### config.mk
export PLATFORM = sky130hd
export DESIGN_NAME = fuzzy_subsequence_scorer
export DESIGN_NICKNAME = d
export VERILOG_FILES = /design/src/hdl/fss_pkg.sv /design/src/hdl/fuzzy_subsequence_scorer.sv
export VERILOG_INCLUDE_DIRS = /design/src /design/src/hdl
export SDC_FILE = /design/constraint.sdc
export NUM_CORES = 1
export LEC_CHECK = 0
export BUFFER_PORTS_ARGS = -buffer_cell sky130_fd_sc_hd__buf_2
export CORE_MARGIN = 2
export CORE_UTILIZATION = 60
export CTS_CLUSTER_DIAMETER = 30
export DETAILED_ROUTE_END_ITERATION = 8
export PLACE_DENSITY = 0.89
export RECOVER_POWER = 50
export SETUP_SLACK_MARGIN = 0.5
export SLEW_MARGIN = 25
export SYNTH_ARGS = -nofsm -noshare
export SYNTH_HDL_FRONTEND = slang
export SYNTH_SLANG_ARGS = --single-unit
### constraint.sdc
create_clock -name clk -period 8.9 [get_ports clk]
set_clock_uncertainty 0.05 [all_clocks]
set_input_delay 0.445 -clock clk [delete_from_list [all_inputs] [get_ports clk]]
set_output_delay 0.445 -clock clk [all_outputs]
set_load 0.02 [all_outputs]
### src/hdl/assert_macros.svh
// Assertion macros shared by the RTL of the fuzzy subsequence scorer.
// Each macro checks a property on the rising clock edge outside of reset.
`ifndef ASSERT_MACROS_SVH
`define ASSERT_MACROS_SVH

// The property must hold at every clock edge while reset is released.
`define ASSERT_CLK(lbl, clk, rstn, prop, msg) \
    lbl: assert property (@(posedge clk) disable iff (!rstn) (prop)) \
        else $error(msg);

// The expression must never be true at a clock edge while reset is released.
`define ASSERT_NEVER(lbl, clk, rstn, expr, msg) \
    lbl: assert property (@(posedge clk) disable iff (!rstn) !(expr)) \
        else $error(msg);

`endif

### src/hdl/fss_pkg.sv
// Package of the fuzzy subsequence scorer: widths, character codes,
// register indexes and the lowercase helper. No dependencies.
package fss_pkg;

    localparam int MAX_QUERY   = 16;
    localparam int QPOS_W      = 5;
    localparam int QIDX_W      = 4;
    localparam int SCORE_W     = 12;
    localparam int OUT_W       = 11;
    localparam int RUN_W       = 4;
    localparam int GAIN_W      = 7;
    localparam int CFG_DATA_W  = 64;
    localparam int CFG_INDEX_W = 2;

    localparam logic [QPOS_W-1:0] QUERY_LIMIT = QPOS_W'(MAX_QUERY);

    localparam logic [GAIN_W-1:0] MATCH_GAIN    = 7'd10;
    localparam logic [GAIN_W-1:0] BOUNDARY_GAIN = 7'd20;

    localparam logic signed [SCORE_W-1:0] SCORE_MIN = -12'sd2048;
    localparam logic signed [SCORE_W-1:0] SCORE_MAX = 12'sd2047;
    localparam logic [OUT_W-1:0]          SCORE_CAP = 11'd1080;

    localparam logic [7:0] CHAR_UNDERSCORE = 8'h5F;
    localparam logic [7:0] CHAR_SPACE      = 8'h20;
    localparam logic [7:0] CHAR_DASH       = 8'h2D;
    localparam logic [7:0] CHAR_UPPER_A    = 8'h41;
    localparam logic [7:0] CHAR_UPPER_Z    = 8'h5A;
    localparam logic [7:0] CASE_OFFSET     = 8'h20;

    typedef enum logic [CFG_INDEX_W-1:0] {
        REG_QUERY_LENGTH = 2'd0,
        REG_QUERY_LOW    = 2'd1,
        REG_QUERY_HIGH   = 2'd2
    } cfg_reg_t;

    function automatic logic [7:0] to_lower(input logic [7:0] c);
        logic [7:0] r;
        r = c;
        if (c >= CHAR_UPPER_A && c <= CHAR_UPPER_Z)
        begin
            r = c + CASE_OFFSET;
        end
        return r;
    endfunction

endpackage

### src/hdl/fuzzy_subsequence_scorer.sv
// The score is written to the result register when the last target character leaves the input register.
// Throughput: one target character per cycle; only the single result register can stall it.
// The match state is updated by combinational logic behind the input register.
// Reset (rst_n low, asynchronous) clears the query registers and all match state.
// Depends on fss_pkg and assert_macros.svh.
`include "assert_macros.svh"

module fuzzy_subsequence_scorer
(
    input  logic                           clk,
    input  logic                           rst_n,
    input  logic                           cfg_write,
    input  logic [fss_pkg::CFG_INDEX_W-1:0] cfg_index,
    input  logic [fss_pkg::CFG_DATA_W-1:0]  cfg_data,
    input  logic                           target_valid,
    output logic                           target_ready,
    input  logic [7:0]                     target_char,
    input  logic                           char_present,
    input  logic                           last_char,
    output logic                           score_valid,
    input  logic                           score_ready,
    output logic [fss_pkg::OUT_W-1:0]      match_score
);

    logic [fss_pkg::QPOS_W-1:0]     query_length_reg;
    logic [fss_pkg::CFG_DATA_W-1:0] query_low_reg;
    logic [fss_pkg::CFG_DATA_W-1:0] query_high_reg;

    logic       pipe_valid_reg;
    logic [7:0] pipe_char_reg;
    logic       pipe_present_reg;
    logic       pipe_last_reg;

    logic [fss_pkg::QPOS_W-1:0]         query_position_reg, query_position_next;
    logic signed [fss_pkg::SCORE_W-1:0] running_score_reg, running_score_next;
    logic [fss_pkg::RUN_W-1:0]          match_run_reg, match_run_next;
    logic [7:0]                         previous_char_reg, previous_char_next;
    logic                               at_target_start_reg, at_target_start_next;
    logic                               saw_any_char_reg, saw_any_char_next;

    logic                       score_valid_reg;
    logic [fss_pkg::OUT_W-1:0]  match_score_reg, match_score_next;

    logic                                advance;
    logic [fss_pkg::QPOS_W-1:0]          qlen;
    logic [2*fss_pkg::CFG_DATA_W-1:0]    query_all;
    logic [7:0]                          query_char;
    logic [7:0]                          tc;
    logic                                boundary;
    logic [fss_pkg::GAIN_W-1:0]          gain;
    logic signed [fss_pkg::SCORE_W:0]    delta;
    logic signed [fss_pkg::SCORE_W:0]    score_sum;
    logic signed [fss_pkg::SCORE_W-1:0]  score_sat;
    logic                                found;

    assign advance = pipe_valid_reg && (!pipe_last_reg || !score_valid_reg || score_ready);
    assign target_ready = !pipe_valid_reg || advance;
    assign score_valid = score_valid_reg;
    assign match_score = match_score_reg;

    always_ff @(posedge clk or negedge rst_n)
    begin
        if (!rst_n)
        begin
            query_length_reg <= '0;
            query_low_reg    <= '0;
            query_high_reg   <= '0;
        end
        else if (cfg_write)
        begin
            case (cfg_index)
                fss_pkg::REG_QUERY_LENGTH: query_length_reg <= cfg_data[fss_pkg::QPOS_W-1:0];
                fss_pkg::REG_QUERY_LOW:    query_low_reg    <= cfg_data;
                fss_pkg::REG_QUERY_HIGH:   query_high_reg   <= cfg_data;
                default:                   ;
            endcase
        end
    end

    always_ff @(posedge clk or negedge rst_n)
    begin
        if (!rst_n)
        begin
            pipe_valid_reg <= 1'b0;
        end
        else if (target_ready)
        begin
            pipe_valid_reg <= target_valid;
        end
    end

    always_ff @(posedge clk)
    begin
        if (target_ready && target_valid)
        begin
            pipe_char_reg    <= target_char;
            pipe_present_reg <= char_present;
            pipe_last_reg    <= last_char;
        end
    end

    assign qlen = (query_length_reg > fss_pkg::QUERY_LIMIT) ? fss_pkg::QUERY_LIMIT
                                                            : query_length_reg;
    assign query_all  = {query_high_reg, query_low_reg};
    assign query_char = fss_pkg::to_lower(
        query_all[{query_position_reg[fss_pkg::QIDX_W-1:0], 3'b000} +: 8]);
    assign tc = fss_pkg::to_lower(pipe_char_reg);

    assign boundary = at_target_start_reg
                      || previous_char_reg == fss_pkg::CHAR_UNDERSCORE
                      || previous_char_reg == fss_pkg::CHAR_SPACE
                      || previous_char_reg == fss_pkg::CHAR_DASH;
    assign gain = fss_pkg::MATCH_GAIN
                  + {1'b0, match_run_reg, 2'b00}
                  + {3'b000, match_run_reg}
                  + (boundary ? fss_pkg::BOUNDARY_GAIN : '0);

    always_comb
    begin
        delta = '0;
        if (pipe_present_reg)
        begin
            if (query_position_reg >= qlen)
            begin
                delta = -13'sd1;
            end
            else if (query_char == tc)
            begin
                delta = $signed({{(fss_pkg::SCORE_W+1-fss_pkg::GAIN_W){1'b0}}, gain});
            end
        end
    end

    assign score_sum = {running_score_reg[fss_pkg::SCORE_W-1], running_score_reg} + delta;

    always_comb
    begin
        if (score_sum < $signed({fss_pkg::SCORE_MIN[fss_pkg::SCORE_W-1], fss_pkg::SCORE_MIN}))
        begin
            score_sat = fss_pkg::SCORE_MIN;
        end
        else if (score_sum > $signed({1'b0, fss_pkg::SCORE_MAX}))
        begin
            score_sat = fss_pkg::SCORE_MAX;
        end
        else
        begin
            score_sat = score_sum[fss_pkg::SCORE_W-1:0];
        end
    end

    always_comb
    begin
        query_position_next  = query_position_reg;
        running_score_next   = running_score_reg;
        match_run_next       = match_run_reg;
        previous_char_next   = previous_char_reg;
        at_target_start_next = at_target_start_reg;
        saw_any_char_next    = saw_any_char_reg;
        if (pipe_present_reg)
        begin
            if (query_position_reg >= qlen)
            begin
                running_score_next = score_sat;
            end
            else if (query_char == tc)
            begin
                running_score_next  = score_sat;
                query_position_next = query_position_reg + 1'b1;
                if (match_run_reg != '1)
                begin
                    match_run_next = match_run_reg + 1'b1;
                end
            end
            else
            begin
                match_run_next = '0;
            end
            previous_char_next   = tc;
            at_target_start_next = 1'b0;
            saw_any_char_next    = 1'b1;
        end
    end

    assign found = (qlen != '0) && saw_any_char_next && (query_position_next >= qlen);

    always_comb
    begin
        match_score_next = '0;
        if (found)
        begin
            if (running_score_next > 0)
            begin
                match_score_next = running_score_next[fss_pkg::OUT_W-1:0];
            end
            else
            begin
                match_score_next = fss_pkg::OUT_W'(1);
            end
        end
    end

    always_ff @(posedge clk or negedge rst_n)
    begin
        if (!rst_n)
        begin
            query_position_reg  <= '0;
            running_score_reg   <= '0;
            match_run_reg       <= '0;
            previous_char_reg   <= '0;
            at_target_start_reg <= 1'b1;
            saw_any_char_reg    <= 1'b0;
        end
        else if (advance)
        begin
            if (pipe_last_reg)
            begin
                query_position_reg  <= '0;
                running_score_reg   <= '0;
                match_run_reg       <= '0;
                previous_char_reg   <= '0;
                at_target_start_reg <= 1'b1;
                saw_any_char_reg    <= 1'b0;
            end
            else
            begin
                query_position_reg  <= query_position_next;
                running_score_reg   <= running_score_next;
                match_run_reg       <= match_run_next;
                previous_char_reg   <= previous_char_next;
                at_target_start_reg <= at_target_start_next;
                saw_any_char_reg    <= saw_any_char_next;
            end
        end
    end

    always_ff @(posedge clk or negedge rst_n)
    begin
        if (!rst_n)
        begin
            score_valid_reg <= 1'b0;
        end
        else if (advance && pipe_last_reg)
        begin
            score_valid_reg <= 1'b1;
        end
        else if (score_ready)
        begin
            score_valid_reg <= 1'b0;
        end
    end

    always_ff @(posedge clk)
    begin
        if (advance && pipe_last_reg)
        begin
            match_score_reg <= match_score_next;
        end
    end

    // A full query gains at most 1080 points, and penalties only lower the score.
    `ASSERT_NEVER(score_in_range, clk, rst_n, score_valid_reg && (match_score_reg > fss_pkg::SCORE_CAP), "match score above the largest reachable value")

    `ASSERT_NEVER(position_in_range, clk, rst_n, query_position_reg > fss_pkg::QUERY_LIMIT, "query position past the longest query")

    `ASSERT_CLK(clear_after_last, clk, rst_n, advance && pipe_last_reg |=> (query_position_reg == '0) && (running_score_reg == '0) && at_target_start_reg && !saw_any_char_reg, "match state not cleared after the last character")

    `ASSERT_CLK(stall_only_when_full, clk, rst_n, pipe_valid_reg && !advance |-> score_valid_reg && !score_ready, "input stage stalled while the result register could take a transfer")

endmodule
---- Yosys cells after proc, flatten, opt, wreduce, memory -nomap -nowiden ----
Cells that the tools add are included.
operators by class
  add/sub/neg operators ................... 8
  order comparisons ....................... 10
  equal/unequal tests ..................... 9
  shift operators ......................... 1
  multiplexer cells ....................... 31
  reduce and logical (&&, ||, !) cells .... 26
operators by type and width
  cell                  number
  $shiftx 128x8->8      1
  $mux 12               6
  $mux 8                4
  $mux 5                6
  $mux 13               2
  $mux 4                5
  $add 8x6->8 const B   2
  $eq 8x6->1 const B    2
  $ge 8x7->1 const B    2
  $le 8x7->1 const B    2
  $add 13x13->13        1
  $gt 13x12->1 const B  1
  $lt 13x12->1 const B  1
  $gt 12x1->1 const B   1
  $ge 5x5->1            2
  $reduce_and 2->1      5
  $eq 8x7->1 const B    1
  $eq 8x8->1            1
  $add 4x6->7 const A   1
  $add 7x4->7           1
  $add 7x5->7           1
  $logic_and 1x1->1     7
  $mux 1                7
  $mux 7                1
  14 further kinds      22
storage, ports and cells
  register bits ........................... 187
  output and inout bits ................... 13
  logic and storage cells ................. 101

---- Depth between registers and ports, before layout ----
  depth in word-level cells ............... 18
  mapped depth ............................ 30
  mapped depth without buffers ............ 25

---- Worst setup path after synthesis ----
No wires, ideal clock.
  kind .................................... register -> register
  from .................................... register query_position_reg[0] (netlist name)
  to ...................................... register match_score_reg, in the netlist match_score[9], data pin
  library setup time ...................... 0.257 ns
  data arrival time ....................... 5.863 ns
  path slack .............................. 2.731 ns
  cell stages (with the launch flop) ...... 27
  clock period less this slack ............ 6.169 ns
  path through ............................ dfrtp_1 -> buf_6 -> buf_2 -> buf_2 -> mux4_2 -> a22oi_1 -> nand2_1 -> or3_1 -> or2_1 -> o221a_2 -> buf_2 -> a31oi_4 -> buf_2 -> a21oi_1 -> ha_1 -> inv_1 -> fa_1 -> nor2b_1 -> o21ai_0 -> a21boi_0 -> o21ai_0 -> a21oi_1 -> and4_1 -> o41a_1 -> clkbuf_1 -> maj3_1 -> a32o_1
between the ends
  cells in the longest elaborated chain, start to end .. 17
  elaborated cells between the ends (all ways) .. 27
  classes of those cells .................. add/sub: 3; order compare: 7; eq/ne: 1; shift: 1; mux: 12; reduce/logical: 3
ends and longest elaborated chain
  element                                          line                                                              RTL
  start, declared                                  fuzzy_subsequence_scorer.sv:34                                    logic [fss_pkg::QPOS_W-1:0] query_position_reg, query_position_next;
  start signal, assigned                           fuzzy_subsequence_scorer.sv:227                                   query_position_reg <= query_position_next;
  $shiftx 128x8->8                                 fuzzy_subsequence_scorer.sv:106                                   query_all[{query_position_reg[fss_pkg::QIDX_W-1:0], 3'b000} +: 8]);
  $ge 8x7->1 / $le 8x7->1 (equally long branches)  fss_pkg.sv:40                                                     if (c >= CHAR_UPPER_A && c <= CHAR_UPPER_Z)
  $logic_and 1x1->1                                fss_pkg.sv:40
  $mux 8                                           fss_pkg.sv:40
  $eq 8x8->1                                       fuzzy_subsequence_scorer.sv:127, fuzzy_subsequence_scorer.sv:166
  $mux 7                                           fuzzy_subsequence_scorer.sv:127                                   else if (query_char == tc)
  $mux 13                                          fuzzy_subsequence_scorer.sv:123                                   if (query_position_reg >= qlen)
  $mux 13                                          fuzzy_subsequence_scorer.sv:121                                   if (pipe_present_reg)
  $add 13x13->13                                   fuzzy_subsequence_scorer.sv:134                                   assign score_sum = {running_score_reg[fss_pkg::SCORE_W-1], running_score_reg} + delta;
  $gt 13x12->1                                     fuzzy_subsequence_scorer.sv:142                                   else if (score_sum > $signed({1'b0, fss_pkg::SCORE_MAX}))
  $mux 12                                          fuzzy_subsequence_scorer.sv:142
  $mux 12                                          fuzzy_subsequence_scorer.sv:138                                   if (score_sum < $signed({fss_pkg::SCORE_MIN[fss_pkg::SCORE_W-1], fss_pkg::SCORE_MIN}))
  $mux 12                                          fuzzy_subsequence_scorer.sv:166                                   else if (query_char == tc)
  $mux 12                                          fuzzy_subsequence_scorer.sv:162                                   if (query_position_reg >= qlen)
  $mux 12                                          fuzzy_subsequence_scorer.sv:160                                   if (pipe_present_reg)
  $gt 12x1->1                                      fuzzy_subsequence_scorer.sv:192                                   if (running_score_next > 0)
  $reduce_and 2->1 (no line)                       n/a
  end signal, assigned                             fuzzy_subsequence_scorer.sv:257                                   match_score_reg <= match_score_next;
  end, declared                                    fuzzy_subsequence_scorer.sv:42                                    logic [fss_pkg::OUT_W-1:0] match_score_reg, match_score_next;
Parallel ways exist; a longest one is shown, timed or not.
A chain may end at the register's enable or synchronous reset.

---- Worst setup path after layout ----
  from .................................... register query_position_reg[1] (netlist name)
  to ...................................... register match_score_reg, in the netlist match_score[2], data pin
The elaborated chain is that of the path after synthesis.

==> summary.md <==
| Metric | Value |
|---|---|
| Status | `finished with violations` |
| Violated checks | `capacitance limit, slew limit` |
| Fmax | `138 MHz` |
| Max VDD drop | `0.161 mV` |
| Ys Warns | `0` |
| Routed Antenna Nets | `0` |
| Commonest cells post-synth | `165 x dfrtp_1, 133 x mux2_2, 39 x nand2_1` |
| Hold Buf Count CTS | `0` |
| Clock-pin slew of the registers on the worst-case setup and hold paths | `0.08 ns` |
| Largest family of logic cells by synthesized area | `multiplexers` |
| CTS sink count | `187` |
| Initial Util | `61.4%` |
| PwrDens | `246 mW/mm2` |
| Worst-Margin Slew | `5.24 ns` |
| Crit-path max FO | `27` |
| First-pass GRT wire length | `36900 um` |
| RSZ-0062 raised after global routing | `no` |
| Most common cell in the netlist | `dfrtp_1` |
| Gr usage total | `27.3%` |
| CTS H-tree lvls | `4` |
| Number of global-route vias before repair | `7004` |
| CP required | `9.04 ns` |
| Clk_lat worst skew | `0.44 ns` |
| Initial antenna violation count | `1` |
| Final wirelength | `22600 um` |
| Cell Area, Synth | `0.00975 mm2` |
| # resized after CTS | `0` |
| Final setup violation count | `0` |
| CTS tree | `yes` |
| Layout cell share with drive strength beyond 1 | `33.0%` |
| I/O Buffers | `93` |
| Final Hold Fails | `0` |
| Fin crit share | `81.6%` |
| Drt pass-1 iters | `5` |
| Type of the worst min-delay path | `in -> reg` |
| Max Cap Viol | `3` |
| Final hold slack | `0.129 ns` |
| Final #Nets | `945` |
| Kind of critical path | `reg -> reg` |
| Adder-cell area share of the yosys netlist | `5.44%` |
| Num ports | `94` |
| Crit path DAT | `7.40 ns` |
| DP Wirelength | `15000 um` |
| Final Max Tran Viols | `230` |
| Multi-input logic area | `0.00472 mm2` |
| Filler instances | `1093` |
| Post-synth top area cell | `dfrtp_1` |
| Final non-filler cell total | `1059` |
| Clock period minus worst slack | `7.26 ns` |
| Drt drc | `0` |
| Final setup TNS | `0 ns` |
| Seq/Total Area, Yosys | `49.1%` |
| CTS Buf Count | `17` |
| Core Region | `0.0159 mm2` |
| Top_reg_cell synth | `dfrtp_1` |
| Synth top area share | `42.4%` |
| Post-synth EDFFs | `21` |
| Die area | `0.0173 mm2` |
| Synth async-reset ratio | `88.8%` |
| Register area | `0.00479 mm2` |
| Routed len/inst | `21.4 um` |
| Largest net degree at the start of global routing | `100` |
| Routed vias | `6680` |
| Root Buffer | `clkbuf_16` |
| Post-CTS Repair Setup Buffers | `0` |
| Slew HR | `-249%` |
| Synthesized Nets | `861` |
| Gpl congestion | `0.912` |
| Xor/xnor share of the synthesized area | `1.98%` |
| Syn avg cell area | `13.1 um2` |
| Placed insts | `1026` |
| Area contributors post-synth | `dfrtp_1 42%, mux2_2 15%, edfxtp_1 6.5%, mux4_2 4.2%, ha_1 4.1%` |
| Die Ht | `131 um` |
| Syn Inst Count | `745` |
| Row Count | `46` |
| Leak pwr | `0.00477 uW` |
| DRT iter0 DRCs | `590` |
| Critical Path Sink Type | `flop` |
| Mux cell area share after synthesis | `24.4%` |
| #FFs+latches synth | `187` |
| Vias per std cell | `6.31` |
| Layout area overhead | `12.5%` |
| Total gr overflow | `0` |
| Horiz. Die Dim | `131 um` |
| Maximum buffer depth of the clock tree | `2` |
| Simple-gate share of the synthesized area | `7.56%` |
| Compound-Gate Fraction of Synth Area | `9.02%` |
| CP Launch Type | `flop` |
| Yosys cell types | `68` |
worst max-delay path, cell delays in order, from the launching register on:
cell and delay, ns:
dfrtp_1 0.81, buf_4 0.43, mux4_1 0.36, mux4_2 0.57, or3_1 0.45, or2_1 0.26, o221a_2 0.38, a31oi_4 0.62
a21oi_1 0.09, ha_1 0.24, inv_1 0.07, fa_1 0.21, nor2b_1 0.06, o21ai_0 0.23, a21boi_0 0.18, o21ai_0 0.33
a21oi_1 0.16, and4_1 0.26, o41ai_1 0.64, nor2_1 0.30, a31o_2 0.31
layer usage:
metal	vias to the layer above	global-route usage [%]	routed length, um
met5	-	0	0
met4	0	12.8	925
met3	66	5.40	1190
met2	266	45.8	11400
met1	3381	34.4	9070
li1	2967	-	-
per-stage QoR:
| stage | util [%] | instance area [um2] | setup slack [ns] | power, uW |
|---|---|---|---|---|
| after floorplan | - | 9750 | 2.73 | 1670 |
| after global placement | 65.3 | 10400 | 2.00 | 1840 |
| after detailed placement | 65.3 | 10400 | 1.74 | 1880 |
| after CTS | 69.2 | 11000 | 1.57 | 2690 |
| after global routing | 69.0 | 11000 | 1.36 | 2830 |
| final | 69.1 | 11000 | 1.64 | 2700 |
final cells by class:
class | count | share of cell area, %
inverters | 25 | 0.855
diodes | 1 | 0.0228
clock inverters | 13 | 1.59
flip-flops and latches | 187 | 43.7
repair buffers | 97 | 4.28
well taps | 216 | 2.46
clock buffers | 19 | 4.13
multi-input cells | 501 | 43.0
worst paths after layout:
| check | startpoint | end | slack [ns] | cells after the start |
|---|---|---|---|---|
| max in group asynchronous | rst_n | query_position_reg[0] | 3.26 | 1 |
| hold reg to reg | previous_char_reg[7] | previous_char_reg[7] | 0.44 | 2 |
| setup / recovery | query_position_reg[1] | match_score[2] | 1.64 | 20 |
| setup reg to reg | query_position_reg[1] | match_score[2] | 1.64 | 20 |
| min in group asynchronous | rst_n | running_score_reg[5] | 1.86 | 1 |
| hold / removal | target_char[3] | pipe_char_reg[3] | 0.13 | 1 |
where the power goes:
part           internal (uW)  total, uW  leakage, uW  switching [uW]
registers               1020       1140      0.00221             119
clock network            443        803     0.000306             360
logic                    350        757      0.00226             407
cells in the final DEF (no fill, tap or decap), drive strengths merged, types with 3 or more instances in the layout:
| cell type | Yosys | layout |
|---|---|---|
| maj3 | 7 | 7 |
| o21ai | 24 | 24 |
| xor2 | 13 | 13 |
| nand3 | 16 | 16 |
| a21oi | 29 | 29 |
| dfrtp | 165 | 165 |
| mux2 | 133 | 133 |
| nor2b | 10 | 10 |
| a31o | 5 | 5 |
| fa | 3 | 3 |
| nand2b | 9 | 9 |
| or4 | 5 | 5 |
| a21o | 7 | 7 |
| nor2 | 23 | 23 |
| mux2i | 8 | 8 |
| nor4 | 4 | 4 |
| a22o | 17 | 17 |
| and2 | 6 | 6 |
| clkbuf | 23 | 36 |
| inv | 25 | 32 |
| a22oi | 8 | 8 |
| nand4 | 3 | 3 |
| clkinv | 0 | 3 |
| nand2 | 39 | 39 |
| or2 | 3 | 3 |
| a31oi | 5 | 5 |
| edfxtp | 21 | 21 |
| mux4 | 33 | 33 |
| ha | 32 | 32 |
| nor3 | 13 | 13 |
| buf | 9 | 80 |
| xnor2 | 9 | 9 |
| a32o | 4 | 4 |
cells by family after synthesis:
| group | Yosys count |
|---|---|
| flops | 187 |
| buf+inv | 57 |
| simple gates | 142 |
| xor+xnor | 22 |
| mux | 174 |
| fa+ha+maj | 42 |
| compound gates | 121 |
No activity file was read; power rests on OpenSTA's default activity.
